===== config.mk =====
export PLATFORM = sky130hd
export DESIGN_NAME = rldc_div
export DESIGN_NICKNAME = d
export VERILOG_FILES = /design/src/rtl/assert_macros.svh /design/src/rtl/rldc_pkg.sv /design/src/rtl/rldc_div.sv
export SDC_FILE = /design/constraint.sdc
export NUM_CORES = 1
export LEC_CHECK = 0
export ABC_AREA = 1
export ABC_CLOCK_PERIOD_IN_PS = 5000
export BUFFER_PORTS_ARGS = -buffer_cell sky130_fd_sc_hd__buf_2
export CORE_ASPECT_RATIO = 1.1
export CORE_MARGIN = 2
export CORE_UTILIZATION = 40
export DETAILED_ROUTE_END_ITERATION = 10
export GPL_ROUTABILITY_DRIVEN = 0
export HOLD_SLACK_MARGIN = 0.15
export RECOVER_POWER = 100
export SLEW_MARGIN = 15
export SYNTH_ARGS = -nofsm -noshare
export SYNTH_HDL_FRONTEND = slang
export SYNTH_SLANG_ARGS = --single-unit

===== constraint.sdc =====
create_clock -name i_clk -period 5 [get_ports i_clk]
set_input_delay 1 -clock i_clk [delete_from_list [all_inputs] [get_ports i_clk]]
set_output_delay 1 -clock i_clk [all_outputs]
set_load 0.02 [all_outputs]

===== src/rtl/assert_macros.svh =====
// Assertion macros shared by the route length block.
// No dependencies.
`ifndef ASSERT_MACROS_SVH
`define ASSERT_MACROS_SVH
// Implication checked at every clock edge outside reset.
`define ASSERT_IMPLY(label, clk, rst_n, ante, cons) \
    label: assert property (@(posedge clk) disable iff (!rst_n) (ante) |-> (cons)) \
        else $error("assertion failed");
// Next-cycle implication.
`define ASSERT_NEXT(label, clk, rst_n, ante, cons) \
    label: assert property (@(posedge clk) disable iff (!rst_n) (ante) |=> (cons)) \
        else $error("assertion failed");
`endif


===== src/rtl/rldc_pkg.sv =====
// Package for the route length block: sizes and shared types.
// No dependencies.
package rldc_pkg;
    localparam int ORDER_DEPTH_DEF   = 1024;
    localparam int COORD_BITS_DEF    = 16;
    localparam int FRACTION_BITS_DEF = 4;
    localparam int IDX_BITS          = 10;
    localparam int DEM_BITS          = 16;
    localparam int DSUM_BITS         = 26;
    localparam int COST_BITS         = 32;
    localparam logic ACT_WRITE = 1'b0;
    localparam logic ACT_VISIT = 1'b1;
endpackage


===== src/rtl/rldc_div.sv =====
// Iterative signed divide with truncation toward zero and clamping.
// Depends on rldc_pkg.
module rldc_div import rldc_pkg::*; #(
    parameter int NUM_BITS = 43,
    parameter int OUT_BITS = 16
) (
    input  logic                       i_clk,
    input  logic                       i_rst_n,
    input  logic                       i_start,
    input  logic signed [NUM_BITS-1:0] i_num,
    input  logic [DSUM_BITS-1:0]       i_den,
    output logic                       o_done,
    output logic [OUT_BITS-1:0]        o_quot
);
    localparam int CW = $clog2(NUM_BITS + 1);
    logic [NUM_BITS-1:0] r_q, r_mag;
    logic [DSUM_BITS:0] r_rem;
    logic [DSUM_BITS-1:0] r_den;
    logic r_neg, r_busy;
    logic [CW-1:0] r_cnt;
    logic [DSUM_BITS:0] w_sh;
    logic r_fin;
    logic [NUM_BITS:0] w_lim;
    assign w_sh = {r_rem[DSUM_BITS-1:0], r_mag[NUM_BITS-1]};
    always_ff @(posedge i_clk) begin
        if (!i_rst_n) begin
            r_busy <= 1'b0;
            r_cnt <= '0;
        end else if (i_start) begin
            r_busy <= 1'b1;
            r_cnt <= CW'(NUM_BITS);
        end else if (r_busy) begin
            r_cnt <= r_cnt - 1'b1;
            if (r_cnt == CW'(1)) r_busy <= 1'b0;
        end
        if (i_start) begin
            r_neg <= i_num[NUM_BITS-1];
            r_mag <= i_num[NUM_BITS-1] ? NUM_BITS'(-i_num) : NUM_BITS'(i_num);
            r_rem <= '0;
            r_q <= '0;
            r_den <= i_den;
        end else if (r_busy) begin
            r_mag <= {r_mag[NUM_BITS-2:0], 1'b0};
            if (w_sh >= {1'b0, r_den}) begin
                r_rem <= w_sh - {1'b0, r_den};
                r_q <= {r_q[NUM_BITS-2:0], 1'b1};
            end else begin
                r_rem <= w_sh;
                r_q <= {r_q[NUM_BITS-2:0], 1'b0};
            end
        end
    end
    always_ff @(posedge i_clk) begin
        if (!i_rst_n) r_fin <= 1'b0;
        else r_fin <= r_busy && (r_cnt == CW'(1));
    end
    always_comb begin
        w_lim = r_neg ? (NUM_BITS+1)'(1) << (OUT_BITS-1)
                      : ((NUM_BITS+1)'(1) << (OUT_BITS-1)) - 1'b1;
        if ({1'b0, r_q} > w_lim) o_quot = r_neg ? {1'b1, {(OUT_BITS-1){1'b0}}}
                                              : {1'b0, {(OUT_BITS-1){1'b1}}};
        else o_quot = r_neg ? OUT_BITS'(-r_q) : OUT_BITS'(r_q);
    end
    assign o_done = r_fin;
endmodule


### After elaboration in Yosys (flattened, before gate mapping)

Index checks and enable logic that the tools add are counted.

* register bits: 147
* latch bits: 0
* bits in writable memories: 0
* memory bits (read-only): 0
* input port bits: 72
* output and inout port bits: 17
* word-level logic and storage cells: 34
* memories: 0

* add/subtract/negate cells: 4
* $mul: 0
* divide/modulo/power cells: 0
* $lt $le $gt $ge: 2
* equal/unequal tests: 1
* shift operators: 0
* mux-type cells: 14
* bitwise logic cells: 1
* reductions and logical operators: 3

Operator list (number)
* 43-bit 2-to-1 mux: 3
* 16-bit 2-to-1 mux: 4
* 43-bit by 16-bit > comparator with 1-bit output: 1
* 43-bit negation: 1
* 27-bit by 26-bit >= comparator with 1-bit output: 1
* 26-bit 2-to-1 mux: 1
* 26-bit subtractor: 1
* 16-bit negation: 1
* 6-bit 2-to-1 mux: 2
* 6-bit by 1-bit == test with 1-bit output, second input constant: 1
* 6-bit by 1-bit subtractor with 6-bit output, second input constant: 1
* 1-bit 2-to-1 mux: 4
* 2-bit nonzero test: 1
* 2-bit OR reduction: 1
* 1-bit logical AND: 1
* 1-bit inverter: 1

### Longest topological paths before layout

* depth in word-level cells: 4
* depth in mapped cells: 17
* gate-level depth less buffers: 16

### Worst setup path after synthesis

OpenSTA, ideal clock, no wires.

* path kind: input to register
* start: input i_start
* end: register r_mag[0] (enable)
* library setup time: 424 ps
* arrival time: 2870 ps
* data required time: 4576 ps
* path slack: 1706 ps
* stages: 4
* buffers on the path: 2
* path through: clkbuf_1 -> nor2_2 -> clkinv_1 -> clkbuf_1

* word-level cells in the longest chain between the ends: 1

Ends and longest elaborated chain
* start, declared: RTL line rldc_div.sv:9 `input logic i_start,`
* 2-bit nonzero test (no source line)
* end signal, assigned: RTL line rldc_div.sv:38 `r_mag <= i_num[NUM_BITS-1] ? NUM_BITS'(-i_num) : NUM_BITS'(i_num);`
* end signal, assigned: RTL line rldc_div.sv:43 `r_mag <= {r_mag[NUM_BITS-2:0], 1'b0};`
* end, declared: RTL line rldc_div.sv:16 `logic [NUM_BITS-1:0] r_q, r_mag;`

No other way between the ends.
A chain may end at the register's enable or synchronous reset.

### Worst setup path after layout

* start: register r_neg
* end: output o_quot[2]

* word-level cells in the longest chain between the ends: 3
* elaborated cells on any way between the ends: 5
* those cells by class: order compare (1); mux (4)

Ends and longest elaborated chain
* start, declared: RTL line rldc_div.sv:19 `logic r_neg, r_busy;`
* start signal, assigned: RTL line rldc_div.sv:37 `r_neg <= i_num[NUM_BITS-1];`
* 16-bit 2-to-1 mux: RTL line rldc_div.sv:58, rldc_div.sv:60
* 43-bit by 16-bit > comparator with 1-bit output: RTL line rldc_div.sv:60 `if ({1'b0, r_q} > w_lim) o_quot = r_neg ? {1'b1, {(OUT_BITS-1){1'b0}}}`
* 16-bit 2-to-1 mux (*): RTL line rldc_div.sv:60
* end, declared: RTL line rldc_div.sv:13 `output logic [OUT_BITS-1:0] o_quot`

Every way passes the cells marked *; elsewhere a longest branch is shown, timed or not.

==> results by group <==
Worst setup path
  • Reg2reg setup slack: 1.51 ns
  • Cell family with most CP delay: simple AND/OR/NAND/NOR gates
  • R2r startpoint: r_den[2]$_DFFE_PP_
  • Worst-case reg-to-reg path depth: 14
  • Crit path buf inv count: 3
  • Worst setup SP type: register
  • CP required: 4.00 ns
  • Critical-path top delay cell: clkbuf_2
  • CP max FO: 27
  • Slowest stage delay, CP: 0.43 ns
  • Kind of critical path: reg -> out
  • Reg-to-reg endpoint: r_rem[24]$_SDFFE_PP0P_
  • Cell mode on critical path: nand2_1
  • Worst Setup End Kind: output port
  • CP arrival: 3.32 ns
  • Crit path cell chain: clkbuf_2 -> clkinv_1 -> ha_1 -> nor2_1 -> nand2_1 -> nor3_1 -> nand2_1 -> nor2_1 -> nand2_1 -> nand2_1 -> nand3_1 -> nand2_1 -> clkbuf_1

Hold path
  • Hold path start: r_q[42]$_SDFFE_PP0P_
  • Hold Path Sink: r_q[42]$_SDFFE_PP0P_
  • Hold depth: 2
  • Hold Crit Class: reg -> reg

Routing
  • Via-per-instance ratio: 4.92
  • Drt wl/cell: 13.5 um
  • Number of nets still failing antenna checks after routing: 0
  • Iter 0 DRT Violations: 482
  • Wirelength, routed: 23600 um
  • DRC viols: 0
  • Vias: 8613
  • DR pass1 iterations: 5

Die
  • Die H: 166 um
  • Die width: 151 um
  • Boundary Pins: 89
  • Core ar.: 23500 um^2
  • Initial Util: 0.406
  • Placement Rows: 59
  • Die area: 25100 um^2

STA
  • Final Max Tran Viols: 0
  • Min Hold Slack: 0.462 ns
  • Peak Freq: 232 MHz
  • Fin crit share: 0.863
  • Worst Skew: 0.00910 ns
  • Final setup TNS: 0 ns
  • Max_slew headroom: 0.00202
  • Fin crit period: 4.32 ns
  • Final setup violation count: 0
  • RSZ-0062 raised after global routing: false
  • Post-route setup slack: 0.683 ns
  • Worst Tran Pin Value: 1.50 ns
  • Final hold vios: 0

Synth
  • EDFF count, synth: 70
  • Post-Synthesis Cells: 1356
  • Synth warn: 0
  • Top-area cell type share of the netlist area: 0.220
  • Ys async rst share: 0
  • Flops & latches, synth: 147
  • Biggest area consumer among synthesized cells: edfxtp_1
  • Synth Net Count: 1475
  • Synth top area cells: edfxtp_1 22%, dfxtp_1 16%, nand2_1 15%
  • Synth cell types: 44
  • Register area share after synthesis: 0.381
  • Mapped Avg Cell Area: 7.04 um^2
  • Post-synth top flop: dfxtp_1
  • Synthesized area: 9550 um^2

GRT
  • Global-route usage over all layers: 0.193
  • Grt total ovfl: 0
  • Antenna violations before repair: 1
  • Vias in the first global route: 8021
  • Largest net degree at the start of global routing: 62
  • First-pass GRT wire length: 38900 um

CTS
  • Root Buffer Master: clkbuf_16
  • Setup bufs post-CTS: 0
  • Register clock-pin slew on the reported worst setup and hold paths: 0.07 ns
  • CTS tree: yes
  • CTS max path bufs: 2
  • Total CTS buffers: 17
  • H-tree depth: 4
  • Worst-skew pair later-pin latency: 0.43 ns
  • Clk sinks: 147
  • CTS-repair resized insts: 0
  • Hold_buf cts: 0

Placement
  • Post-Place Worst Slack: 1.49 ns
  • Placed cells: 1718
  • Dpl hpwl: 17600 um
  • Buffers on Ports: 88

Final layout
  • Layout Nets: 1551
  • Fillers: 2433
  • Layout area overhead: 12.6%
  • Register area: 3640 um^2
  • Non-filler cells, final: 1750
  • # diodes: 0
  • Layout cells sized above 1: 0.0920
  • Multi-input logic area: 4850 um^2

Pwr
  • Power density over cell area: 279 nW/um^2
  • Leakage: 0.00503 uW
  • Worst ir drop on vdd: 191 uV

Status
  • Status: complete, but fails checks
  • Failing checks: capacitance limit

Run
  • Max Cap Violations: 1
cells in the mapped netlist, types with 8 or more instances:
cell type and instances:
xor2_1 38, a31oi_1 16, nor2_2 8, xnor2_1 12
nor3_1 18, ha_1 46, nand2_1 376, nand3_1 65
nand4_1 21, inv_1 222, a21oi_1 31, nand2_2 8
dfxtp_1 77, o21ai_0 63, nor2_1 151, clkbuf_1 22
edfxtp_1 70, o22ai_1 41
cells by family after synthesis:
logic type               after synthesis  synth area share
AND/OR/NAND/NOR                      671             0.295
adder cells (fa/ha/maj)               47            0.0624
XOR/XNOR                              50            0.0458
buffers and inverters                263             0.108
flip-flops                           147             0.381
AO/OA/AOI/OAI                        178             0.108
metrics by stage:
stage | utilization | instance area, um^2 | power [uW]
2_1_floorplan | - | 9550 | 1660
3_3_place_gp | 0.435 | 10200 | 1790
3_5_place_dp | 0.435 | 10200 | 1800
4_1_cts | 0.459 | 10800 | 3040
5_1_grt | 0.457 | 10800 | 3150
6_report | 0.457 | 10800 | 3000
routing by layer:
metal,track usage,vias to the layer above,wire length [um]
met5,0,-,13
met4,0.0650,2,549
met3,0.0327,39,1010
met2,0.313,197,10900
met1,0.260,3848,11100
li1,-,4527,-
sequential cells by signal, summed over array words and instances, names as in the netlist:
name and cells:
o_done 1, r_busy 1, r_q 43, r_neg 1, r_cnt 6, r_mag 43
r_den 26, r_rem 26
power by group:
group / internal [uW] / total (uW) / switching, uW / leakage [uW]
registers: 1340 / 1360 / 21.9 / 0.00132
clock network: 658 / 1230 / 570 / 0.000283
logic: 132 / 407 / 275 / 0.00342
total: 2130 / 3000 / 866 / 0.00503
worst max-delay path by stage:
stage / slack [ns] / endpoint / start / cells past startpoint
3_5_place_dp: 1.49 / o_quot[12] / r_neg$_DFFE_PP_ / 10
4_1_cts: 1.01 / o_quot[12] / r_neg$_DFFE_PP_ / 10
6_report: 0.68 / o_quot[2] / r_neg$_DFFE_PP_ / 13
5_1_grt: 0.37 / o_quot[2] / r_neg$_DFFE_PP_ / 13
2_1_floorplan: 1.71 / r_mag[0]$_SDFFCE_PN0P_ / i_start / 4
3_3_place_gp: 1.62 / o_quot[7] / r_neg$_DFFE_PP_ / 10
layout by cell type (no fill, tap or decap), types with 4 or more instances in the layout:
cell type / netlist / layout
xnor2_1: 12 / 12
ha_1: 46 / 46
nand4_1: 21 / 21
nor3_1: 18 / 18
o21ai_1: 6 / 4
nand2_1: 376 / 378
xor2_1: 38 / 38
clkbuf_16: 0 / 17
clkbuf_1: 22 / 18
inv_1: 222 / 224
o21ai_0: 63 / 65
a21oi_1: 31 / 34
a31oi_1: 16 / 16
edfxtp_1: 70 / 70
nand3b_1: 5 / 5
nor2_2: 8 / 7
nand3_2: 6 / 4
nor4_1: 5 / 5
nand2_2: 8 / 6
o22ai_1: 41 / 41
inv_6: 0 / 4
inv_8: 0 / 4
dfxtp_1: 77 / 77
buf_2: 3 / 71
o211ai_1: 4 / 4
nor2_1: 151 / 152
nand3_1: 65 / 67
cell type report:
cell class / instances / share of cell area
clock buffer: 17 / 0.0396
sequential: 147 / 0.339
tap: 305 / 0.0355
multi-input combinational: 946 / 0.451
timing repair buffer: 93 / 0.0428
inverter: 227 / 0.0792
clock inverter: 15 / 0.0129
worst register-to-register path, stage by stage, from the launching register on:
cell and delay, ns:
edfxtp_1 0.34, inv_1 0.05, ha_1 0.36, nand2_1 0.09, nand2_1 0.07, inv_1 0.07
nand2_2 0.09, nand3_2 0.07, nand3_1 0.20, nand2_1 0.17, nand3_1 0.95, nand2_1 0.55
nor2_1 0.15, nor2_1 0.13, nor2_1 0.04
Power figures use the tool's default switching activity.
