===== src/rtl/assert_macros.svh =====
// Assertion macros shared by the route length block.
// No dependencies.
`ifndef ASSERT_MACROS_SVH
`define ASSERT_MACROS_SVH
// Implication checked at every clock edge outside reset.
`define ASSERT_IMPLY(label, clk, rst_n, ante, cons) \
    label: assert property (@(posedge clk) disable iff (!rst_n) (ante) |-> (cons)) \
        else $error("assertion failed");
// Next-cycle implication.
`define ASSERT_NEXT(label, clk, rst_n, ante, cons) \
    label: assert property (@(posedge clk) disable iff (!rst_n) (ante) |=> (cons)) \
        else $error("assertion failed");
`endif


===== src/rtl/rldc_pkg.sv =====
// Package for the route length block: sizes and shared types.
// No dependencies.
package rldc_pkg;
    localparam int ORDER_DEPTH_DEF   = 1024;
    localparam int COORD_BITS_DEF    = 16;
    localparam int FRACTION_BITS_DEF = 4;
    localparam int IDX_BITS          = 10;
    localparam int DEM_BITS          = 16;
    localparam int DSUM_BITS         = 26;
    localparam int COST_BITS         = 32;
    localparam logic ACT_WRITE = 1'b0;
    localparam logic ACT_VISIT = 1'b1;
endpackage


===== src/rtl/rldc_sqrt.sv =====
// Iterative unsigned square root, two result bits per cycle.
// Depends on rldc_pkg.
module rldc_sqrt import rldc_pkg::*; #(
    parameter int IN_BITS = 80
) (
    input  logic                 i_clk,
    input  logic                 i_rst_n,
    input  logic                 i_start,
    input  logic [IN_BITS-1:0]   i_value,
    output logic                 o_done,
    output logic [IN_BITS/2-1:0] o_root
);
    localparam int HB = IN_BITS / 2;
    localparam int STEPS = (HB + 1) / 2;
    localparam int CW = $clog2(STEPS + 1);
    logic [IN_BITS-1:0] r_rem, n_rem, r_val, n_val;
    logic [HB-1:0] r_root, n_root;
    logic [CW-1:0] r_cnt;
    logic r_busy;
    always_comb begin
        logic [IN_BITS+1:0] rem, trial;
        logic [HB-1:0] rt;
        logic [IN_BITS-1:0] v;
        rem = {2'b00, r_rem};
        rt = r_root;
        v = r_val;
        for (int k = 0; k < 2; k++) begin
            rem = {rem[IN_BITS-1:0], v[IN_BITS-1 -: 2]};
            v = {v[IN_BITS-3:0], 2'b00};
            trial = {rt, 2'b01};
            if (rem >= trial) begin
                rem = rem - trial;
                rt = {rt[HB-2:0], 1'b1};
            end else begin
                rt = {rt[HB-2:0], 1'b0};
            end
        end
        n_rem = rem[IN_BITS-1:0];
        n_root = rt;
        n_val = v;
    end
    always_ff @(posedge i_clk) begin
        if (!i_rst_n) begin
            r_busy <= 1'b0;
            r_cnt <= '0;
        end else if (i_start) begin
            r_busy <= 1'b1;
            r_cnt <= CW'(STEPS);
        end else if (r_busy) begin
            r_cnt <= r_cnt - 1'b1;
            if (r_cnt == CW'(1)) r_busy <= 1'b0;
        end
        if (i_start) begin
            r_rem <= '0;
            r_root <= '0;
            r_val <= (HB % 2 == 1) ? {2'b00, i_value[IN_BITS-1:2]} : i_value;
        end else if (r_busy) begin
            r_rem <= n_rem;
            r_root <= n_root;
            r_val <= n_val;
        end
    end
    assign o_done = r_busy && (r_cnt == CW'(1));
    assign o_root = n_root;
endmodule


===== config.mk =====
export PLATFORM = sky130hd
export DESIGN_NAME = rldc_sqrt
export DESIGN_NICKNAME = d
export VERILOG_FILES = /design/src/rtl/assert_macros.svh /design/src/rtl/rldc_pkg.sv /design/src/rtl/rldc_sqrt.sv
export SDC_FILE = /design/constraint.sdc
export NUM_CORES = 1
export LEC_CHECK = 0
export BUFFER_PORTS_ARGS = -buffer_cell sky130_fd_sc_hd__clkbuf_2
export CAP_MARGIN = 15
export CORE_ASPECT_RATIO = 0.7
export CORE_MARGIN = 2
export CORE_UTILIZATION = 55
export CTS_BUF_LIST = sky130_fd_sc_hd__clkbuf_8
export CTS_CLUSTER_SIZE = 40
export DETAILED_ROUTE_END_ITERATION = 16
export HOLD_SLACK_MARGIN = 0.05
export PLACE_DENSITY = 0.74
export SLEW_MARGIN = 20
export SYNTH_ARGS = -nofsm -noshare
export SYNTH_HDL_FRONTEND = slang
export SYNTH_SLANG_ARGS = --single-unit

===== constraint.sdc =====
create_clock -name i_clk -period 8.47 [get_ports i_clk]
set_input_delay 0.847 -clock i_clk [delete_from_list [all_inputs] [get_ports i_clk]]
set_output_delay 0.847 -clock i_clk [all_outputs]
set_load 0.05 [all_outputs]

# ---- Word level (Yosys, flattened, before mapping)
# Index checks and enable logic that the tools add are counted.
dict set report totals {
  wordCells 27
  in_bits 83
  register_bits 206
  output_inout_bits 41
}
dict set report op_classes {
  muxes 11
  eq_ne 1
  n_reduce_logical 3
  magnitude_cmp 2
  add_sub_neg 3
  bitwise 1
}
# operator n
set op_table {}
lappend op_table {{two-way mux 80 bit} 4}
lappend op_table {{>= comparator 82 x 42 -> 1 bit} 2}
lappend op_table {{subtractor 80 x 42 -> 80 bit} 2}
lappend op_table {{two-way mux 5 bit} 2}
lappend op_table {{== test 5 x 1 -> 1 bit, second input constant} 1}
lappend op_table {{two-way mux 1 bit} 5}
lappend op_table {{subtractor 5 x 1 -> 5 bit, second input constant} 1}
lappend op_table {{nonzero test 2 bit} 1}
lappend op_table {{OR reduction 2 bit} 1}
lappend op_table {{logical AND 1 bit} 1}
lappend op_table {{NOT 1 bit} 1}

# ---- Depth between registers and ports, before layout
# Gate-level depths: netlist of the first run.
dict set report depth {
  depth_word 4
  mapped_depth 31
  depth_no_buf 25
}

# ---- Least setup slack after synthesis of the first run
# No wires, ideal clock.
dict set report synth_path {
  kind {register to output}
  startpoint {register r_root[26]}
  endpoint {output port o_root[0]}
  path_buffers 6
  path_stages_with_launch 29
  arrival_ps 6396
  required_ps 7623
  path_slack_ps 1227
  path_cell_list {dfxtp_1 -> inv_1 -> ha_1 -> clkbuf_1 -> nand4_1 -> nor4_1 -> nor2b_1 -> a21boi_2 -> nor3_4 -> inv_4 -> buf_2 -> buf_1 -> a21oi_1 -> ha_1 -> clkbuf_1 -> a21o_1 -> a21o_1 -> a21oi_1 -> a21oi_1 -> a2111oi_0 -> o31ai_1 -> a41oi_2 -> o221ai_1 -> o31ai_4 -> and4_1 -> and3_4 -> inv_2 -> clkbuf_1 -> buf_2}
}
dict set report synth_via {
  elab_chain_cells 4
  elab_cells_between_ends 6
  classes_between {add/sub: 1; order compare: 2; mux: 3}
}
# element line
set synth_rtl {}
lappend synth_rtl {{start, declared} rldc_sqrt.sv:17} ;# logic [HB-1:0] r_root, n_root;
lappend synth_rtl {{start signal, assigned} rldc_sqrt.sv:59} ;# r_root <= n_root;
lappend synth_rtl {{>= comparator 82 x 42 -> 1 bit} rldc_sqrt.sv:31} ;# if (rem >= trial) begin
lappend synth_rtl {{two-way mux 1 bit} rldc_sqrt.sv:31}
lappend synth_rtl {{named net o_root[1]} rldc_sqrt.sv:11} ;# output logic [IN_BITS/2-1:0] o_root
lappend synth_rtl {{>= comparator 82 x 42 -> 1 bit} rldc_sqrt.sv:31}
lappend synth_rtl {{two-way mux 1 bit} rldc_sqrt.sv:31}
lappend synth_rtl {{end, declared} rldc_sqrt.sv:11}
# The timed path passes the listed nets, and every way through them passes these cells.

# ---- Worst setup path in the final report of the first run
dict set report layout_path {
  startpoint {register r_root[2]}
  endpoint {output port o_root[0]}
}
dict set report layout_via {
  elab_chain_cells 4
  elab_cells_between_ends 6
  classes_between {add/sub: 1; order compare: 2; mux: 3}
}
# element line
set layout_rtl {}
lappend layout_rtl {{subtractor 80 x 42 -> 80 bit or >= comparator 82 x 42 -> 1 bit (tied branches)} {rldc_sqrt.sv:32, rldc_sqrt.sv:31}}
lappend layout_rtl {{two-way mux 80 bit or two-way mux 1 bit (tied branches)} rldc_sqrt.sv:31}
lappend layout_rtl {{>= comparator 82 x 42 -> 1 bit (*)} rldc_sqrt.sv:31}
lappend layout_rtl {{two-way mux 1 bit (*)} rldc_sqrt.sv:31}
# Mark *: on every way between the ends. The rest lies on a longest branch, timed or not.

==> reports/results.tsv, run 1 <==
metric	value	unit
htree_levels	2	
areaGrowthSynthToFinish	6.95	%
wl_per_cell	22.6	um
met1_usage	50.1	%
yosys_warnings	0	
die_x	216	um
core_area	0.0310	mm2
numCtsBuffers	35	
synth-edff-count	80	
layoutNonFillerInstCount	2570	
diodes	0	
grt_use_met2	46.4	%
die_area	0.0329	mm2
place_inst	2504	
cts.sinks	206	
cp_data_arrival_time	7.42	ns
clk_pin_slew	0.06	ns
grt_pass1_vias	15700	
gp_congestion	1.01	
drt-pass1-iter-count	6	
end_kind	output port	
hpwl	43800	um
port-buffer-count	123	
avgSynthCellArea	8.19	um2
grt_pass1_wl	89500	um
synthArstFlopShare	0	%
rows	54	
avgViaCountPerCell	6.61	
startpoint_type	flop	
top_usage_layer	met1	
clockBufferDepth	3	
max_freq	121	MHz
die_h	152	um
drive_gt1_share	16.6	%
synth_cell_types	96	
nNetsFinal	2294	
fin_skew	0.0491	ns
synth_nets	2278	
synth_seq_area_share	28.5	%
root_buffer	clkbuf_8	
initial_utilization	55.7	%
drv_cap	0	
grt_usage	34.4	%
cp_max_fo	16	
drcViolationCount	0	
hold_class	flop to flop	
layout_min_cycle_time	8.27	ns
slew_headroom	14.8	%
antenna_left	0	
hold_violations	0	
grt_max_degree	86	
globalRouteOverflowTotal	0	
num_io_pins	124	
setup_tns	0	ns
synth_area	0.0173	mm2
clk_latency	0.60	ns
path_class	flop to output port	
fin_crit_sh	97.6	%
worst_pin_slew	1.27	ns
synth_flop_cell	dfxtp_1	
syn_inst	2109	
antenna_found_initial	0	
worstPathRequired	7.62	ns
num_vias	17000	
met3_usage	13.6	%
status	complete, no violations	
slew_viol_final	0	
wl	58000	um
fillCellCount	2859	
tritoncts	yes	
drtIter0Drc	2189	
ys_ff_latch	206	
setup_violations	0	
rsz0062_at_grt	no	
worst max-delay path, cell delays in order (launching register included):
cell,delay [ns]
dfxtp_1,0.39
inv_1,0.10
ha_1,0.41
o211ai_1,0.15
o21ai_0,0.42
a21oi_1,0.30
nor3b_1,0.47
nor2_1,0.18
o21bai_1,0.28
a21oi_1,0.16
o21ai_0,0.32
xnor2_1,0.16
a21oi_1,0.11
ha_1,0.46
and3_1,0.30
nand2_1,0.27
or4_1,0.60
nor4_1,0.56
nand3_1,0.42
and3_4,0.39
inv_2,0.12
clkbuf_2,0.28
timing repair:
item | 4_1_cts | 5_1_grt
resized for setup | 0 | 4
setup buffers | 0 | 3
endpoints found under the setup margin | 0 | 1
hold buffers | 0 | 0
per-layer routing:
layer | vias to the layer above | wire length, um
li1 | 7792 | -
met3 | 103 | 8720
met5 | - | 0
met2 | 1025 | 22600
met1 | 8063 | 25400
met4 | 0 | 1340
registers in the layout, summed over array words and instances (netlist names):
name	flops
r_rem	80
r_val	80
r_root	40
r_cnt	5
r_busy	1
stage by stage:
step | worst slack (ns) | util [%] | hold WS (ns) | instance area [um2]
after detailed placement | 0.918 | 57.3 | 0.448 | 17800
after global routing | 0.0436 | 59.5 | 0.479 | 18500
after CTS | 0.237 | 59.4 | 0.460 | 18400
final | 0.201 | 59.5 | 0.459 | 18500
after floorplan | 1.23 | - | 0.426 | 17300
after global placement | 0.981 | 57.3 | 0.445 | 17800
cells by family after synthesis:
logic type / count (synthesis) / synth area share (%)
and+or+nand+nor: 799 / 23.4
AOI/OAI and AO/OA: 526 / 21.6
buffers and inverters: 254 / 6.67
DFF: 206 / 28.5
muxes: 124 / 7.75
xor gates and xnor gates: 114 / 5.78
adders and majority gates: 86 / 6.23
placed cells by master (no fill, tap or decap), types with 77 or more instances in the layout:
cell      netlist  layout
a21oi_1       157     157
clkbuf_2        0     122
dfxtp_1       126     125
edfxtp_1       80      80
ha_1           86      86
inv_1          81      97
mux2_2         77      77
nand2_1       207     207
nor2_1        212     210
o21ai_0        77      77
area by class of cell:
type                       count  area, um2  area share [%]
clock buffer                  38        523            2.83
clock inverter                24        115           0.623
inverter                      83        318            1.72
multi-input combinational   1650      11200            60.8
sequential                   206       4930            26.7
tap                          420        526            2.85
timing repair buffer         149        833            4.51
cells in the mapped netlist (13+ instances only):
master | count | share of area, %
nor2_1 | 212 | 4.6
nand2_1 | 207 | 4.5
a21oi_1 | 157 | 4.6
dfxtp_1 | 126 | 15
clkbuf_1 | 106 | 2.3
ha_1 | 86 | 6.2
inv_1 | 81 | 1.8
edfxtp_1 | 80 | 14
mux2_2 | 77 | 5.0
o21ai_0 | 77 | 2.2
nand4_1 | 71 | 2.6
xnor2_1 | 66 | 3.3
nand3_1 | 53 | 1.5
xor2_1 | 48 | 2.4
mux2i_1 | 47 | 2.7
nor3_1 | 44 | 1.3
a21o_1 | 40 | 1.7
buf_4 | 38 | 1.7
nor4_1 | 37 | 1.3
a311oi_2 | 28 | 2.4
and2_1 | 20 | 0.72
a31oi_1 | 19 | 0.69
and3_1 | 19 | 0.69
o21a_1 | 19 | 0.83
a211oi_1 | 18 | 0.78
o31ai_1 | 17 | 0.74
and4_1 | 16 | 0.81
nand2b_1 | 16 | 0.58
o211ai_1 | 16 | 0.70
o21bai_1 | 16 | 0.70
or3_1 | 16 | 0.58
or4_1 | 15 | 0.65
a32o_1 | 14 | 0.81
or2_2 | 14 | 0.51
buf_2 | 13 | 0.38
worst paths after layout:
check / startpoint / end / slack (ns) / cells past startpoint
setup / recovery: r_root[2] / o_root[0] / 0.20 / 21
hold / removal: r_rem[78] / r_rem[78] / 0.46 / 2
setup reg to reg: r_root[2] / r_rem[55] / 0.77 / 22
hold reg to reg: r_rem[78] / r_rem[78] / 0.46 / 2
Power of run 1 is not shown: default switching activity piles up to over one toggle a cycle in this logic, so the estimate is an artifact.
==> run 2, diff against run 1 <==
--- a/config.mk
+++ b/config.mk
@@ -14,7 +14,7 @@
 export CTS_CLUSTER_SIZE = 40
 export DETAILED_ROUTE_END_ITERATION = 16
 export HOLD_SLACK_MARGIN = 0.05
-export PLACE_DENSITY = 0.74
+export PLACE_DENSITY_LB_ADDON = 0.15
 export SLEW_MARGIN = 20
 export SYNTH_ARGS = -nofsm -noshare
 export SYNTH_HDL_FRONTEND = slang
==> run 2 against run 1 <==
Against the previous run: critical path depth is 4 higher; cell count is 0.23% higher; global-route usage is 0.56 points higher; sequential share of layout area is 0.16 points lower.
==> reports/results.tsv, run 2 (synthesis results as in run 1) <==
metric	value	unit	change
clk_pin_slew	0.06	ns	about the same
cp_max_fo	47		+31
reg_top3	r_rem (80), r_val (80), r_root (40)		
drive_gt1_share	16.9	%	+0.32 points
antenna_found_initial	1		+1
final_cell_mix	210 x nor2_1, 207 x nand2_1, 157 x a21oi_1		
placed_cell_area	0.0178	mm2	+0.11%
grt_pass1_wl	90800	um	+1.5%
max_freq	122	MHz	+0.61%
end_kind	output port		
grt_pass1_vias	15900		+1.4%
avgViaCountPerCell	6.62		+0.15%
die_h	152	um	unchanged
hold_violations	0		unchanged
drt-pass1-iter-count	6		unchanged
wl	59100	um	+1.7%
status	complete, no violations		
antenna_left	0		unchanged
regToRegSetupSlack	0.70	ns	-0.07 ns
cts.sinks	206		unchanged
initial_utilization	55.7	%	unchanged
globalRouteOverflowTotal	0		unchanged
drtIter0Drc	2256		+3.1%
port-buffer-count	123		unchanged
die_x	216	um	unchanged
nNetsFinal	2298		+0.17%
diodes	0		unchanged
drv_cap	0		unchanged
slowest_stage	a2111oi_0		
root_buffer	clkbuf_8		
num_vias	17000		+0.39%
gp_congestion	1.03		+1.9%
rsz0062_at_grt	no		
num_io_pins	124		unchanged
grt_usage	34.9	%	+0.56 points
cp_data_arrival_time	7.37	ns	-0.05 ns
worst_pin_slew	1.21	ns	-0.0526 ns
worst_hold_slack	0.469	ns	+0.0102 ns
areaGrowthSynthToFinish	7.58	%	
grt_max_degree	86		unchanged
die_area	0.0329	mm2	unchanged
fin_skew	0.0614	ns	+0.0123 ns
slew_viol_final	0		unchanged
numCtsBuffers	36		+2.9%
fin_area	0.0186	mm2	+0.59%
setup_violations	0		unchanged
fillCellCount	2817		-1.5%
cp_common_cell	a21oi_1		
layout_min_cycle_time	8.22	ns	-0.0503 ns
path_class	flop to output port		
fin_crit_sh	97.0	%	-0.59 points
clockBufferDepth	3		unchanged
drcViolationCount	0		unchanged
wl_per_cell	22.9	um	+1.5%
tritoncts	yes		
htree_levels	2		unchanged
rows	54		unchanged
layout_commonest_cell	nor2_1		
hpwl	44900	um	+2.6%
hold_class	flop to flop		
setup_tns	0	ns	unchanged
slowest_delay	0.55	ns	-0.05 ns
startpoint_type	flop		
post-route-util	59.9	%	+0.35 points
slew_headroom	18.4	%	+3.6 points
worstPathRequired	7.62	ns	about the same
core_area	0.0310	mm2	unchanged
clk_latency	0.61	ns	about the same
run 2: final timing paths:
kind / cells past startpoint / startpoint / endpoint
hold reg to reg: 2 / r_rem[78] / r_rem[78]
setup / recovery: 25 / r_root[33] / o_root[0]
setup reg to reg: 25 / r_root[33] / r_rem[74]
hold / removal: 2 / r_rem[78] / r_rem[78]
run 2: metrics by stage:
step                instances  worst slack (ns)
global route             2576            0.0220
global placement         2509             0.975
floorplan                2109              1.23
detailed placement       2509             0.890
CTS                      2574             0.228
finish                   2576             0.251
run 2: worst max-delay path, delay by kind of cell, from the launching register on:
kind	cells	cell delay, ns
adder cells (fa/ha/maj)	2	0.80
flip-flops	1	0.44
AO/OA/AOI/OAI	13	3.41
buffers and inverters	6	1.15
AND/OR/NAND/NOR	4	0.95
run 2: routing by layer:
| layer | global-route usage [%] | share of wire (%) | vias up |
|---|---|---|---|
| met5 | 0 | 0.030 | - |
| li1 | - | - | 7813 |
| met4 | 9.13 | 2.5 | 2 |
| met2 | 47.7 | 39 | 1072 |
| met1 | 51.2 | 44 | 8039 |
| met3 | 12.7 | 15 | 123 |
run 2: area by class of cell:
class | instances | area [um2] | area share [%]
Tap cell | 420 | 526 | 2.83
Sequential cell | 206 | 4930 | 26.5
Clock inverter | 22 | 133 | 0.714
Clock buffer | 43 | 592 | 3.19
Multi-Input combinational cell | 1649 | 11200 | 60.5
Timing Repair Buffer | 153 | 847 | 4.56
Inverter | 83 | 318 | 1.71
run 2: repair_timing:
| item | in CTS | in global routing |
|---|---|---|
| gates resized for setup | 0 | 5 |
| setup endpoints to repair | 0 | 1 |
| buffers inserted | 0 | 2 |
| hold buffers | 0 | 0 |
Power of run 2 is left out for the same reason.
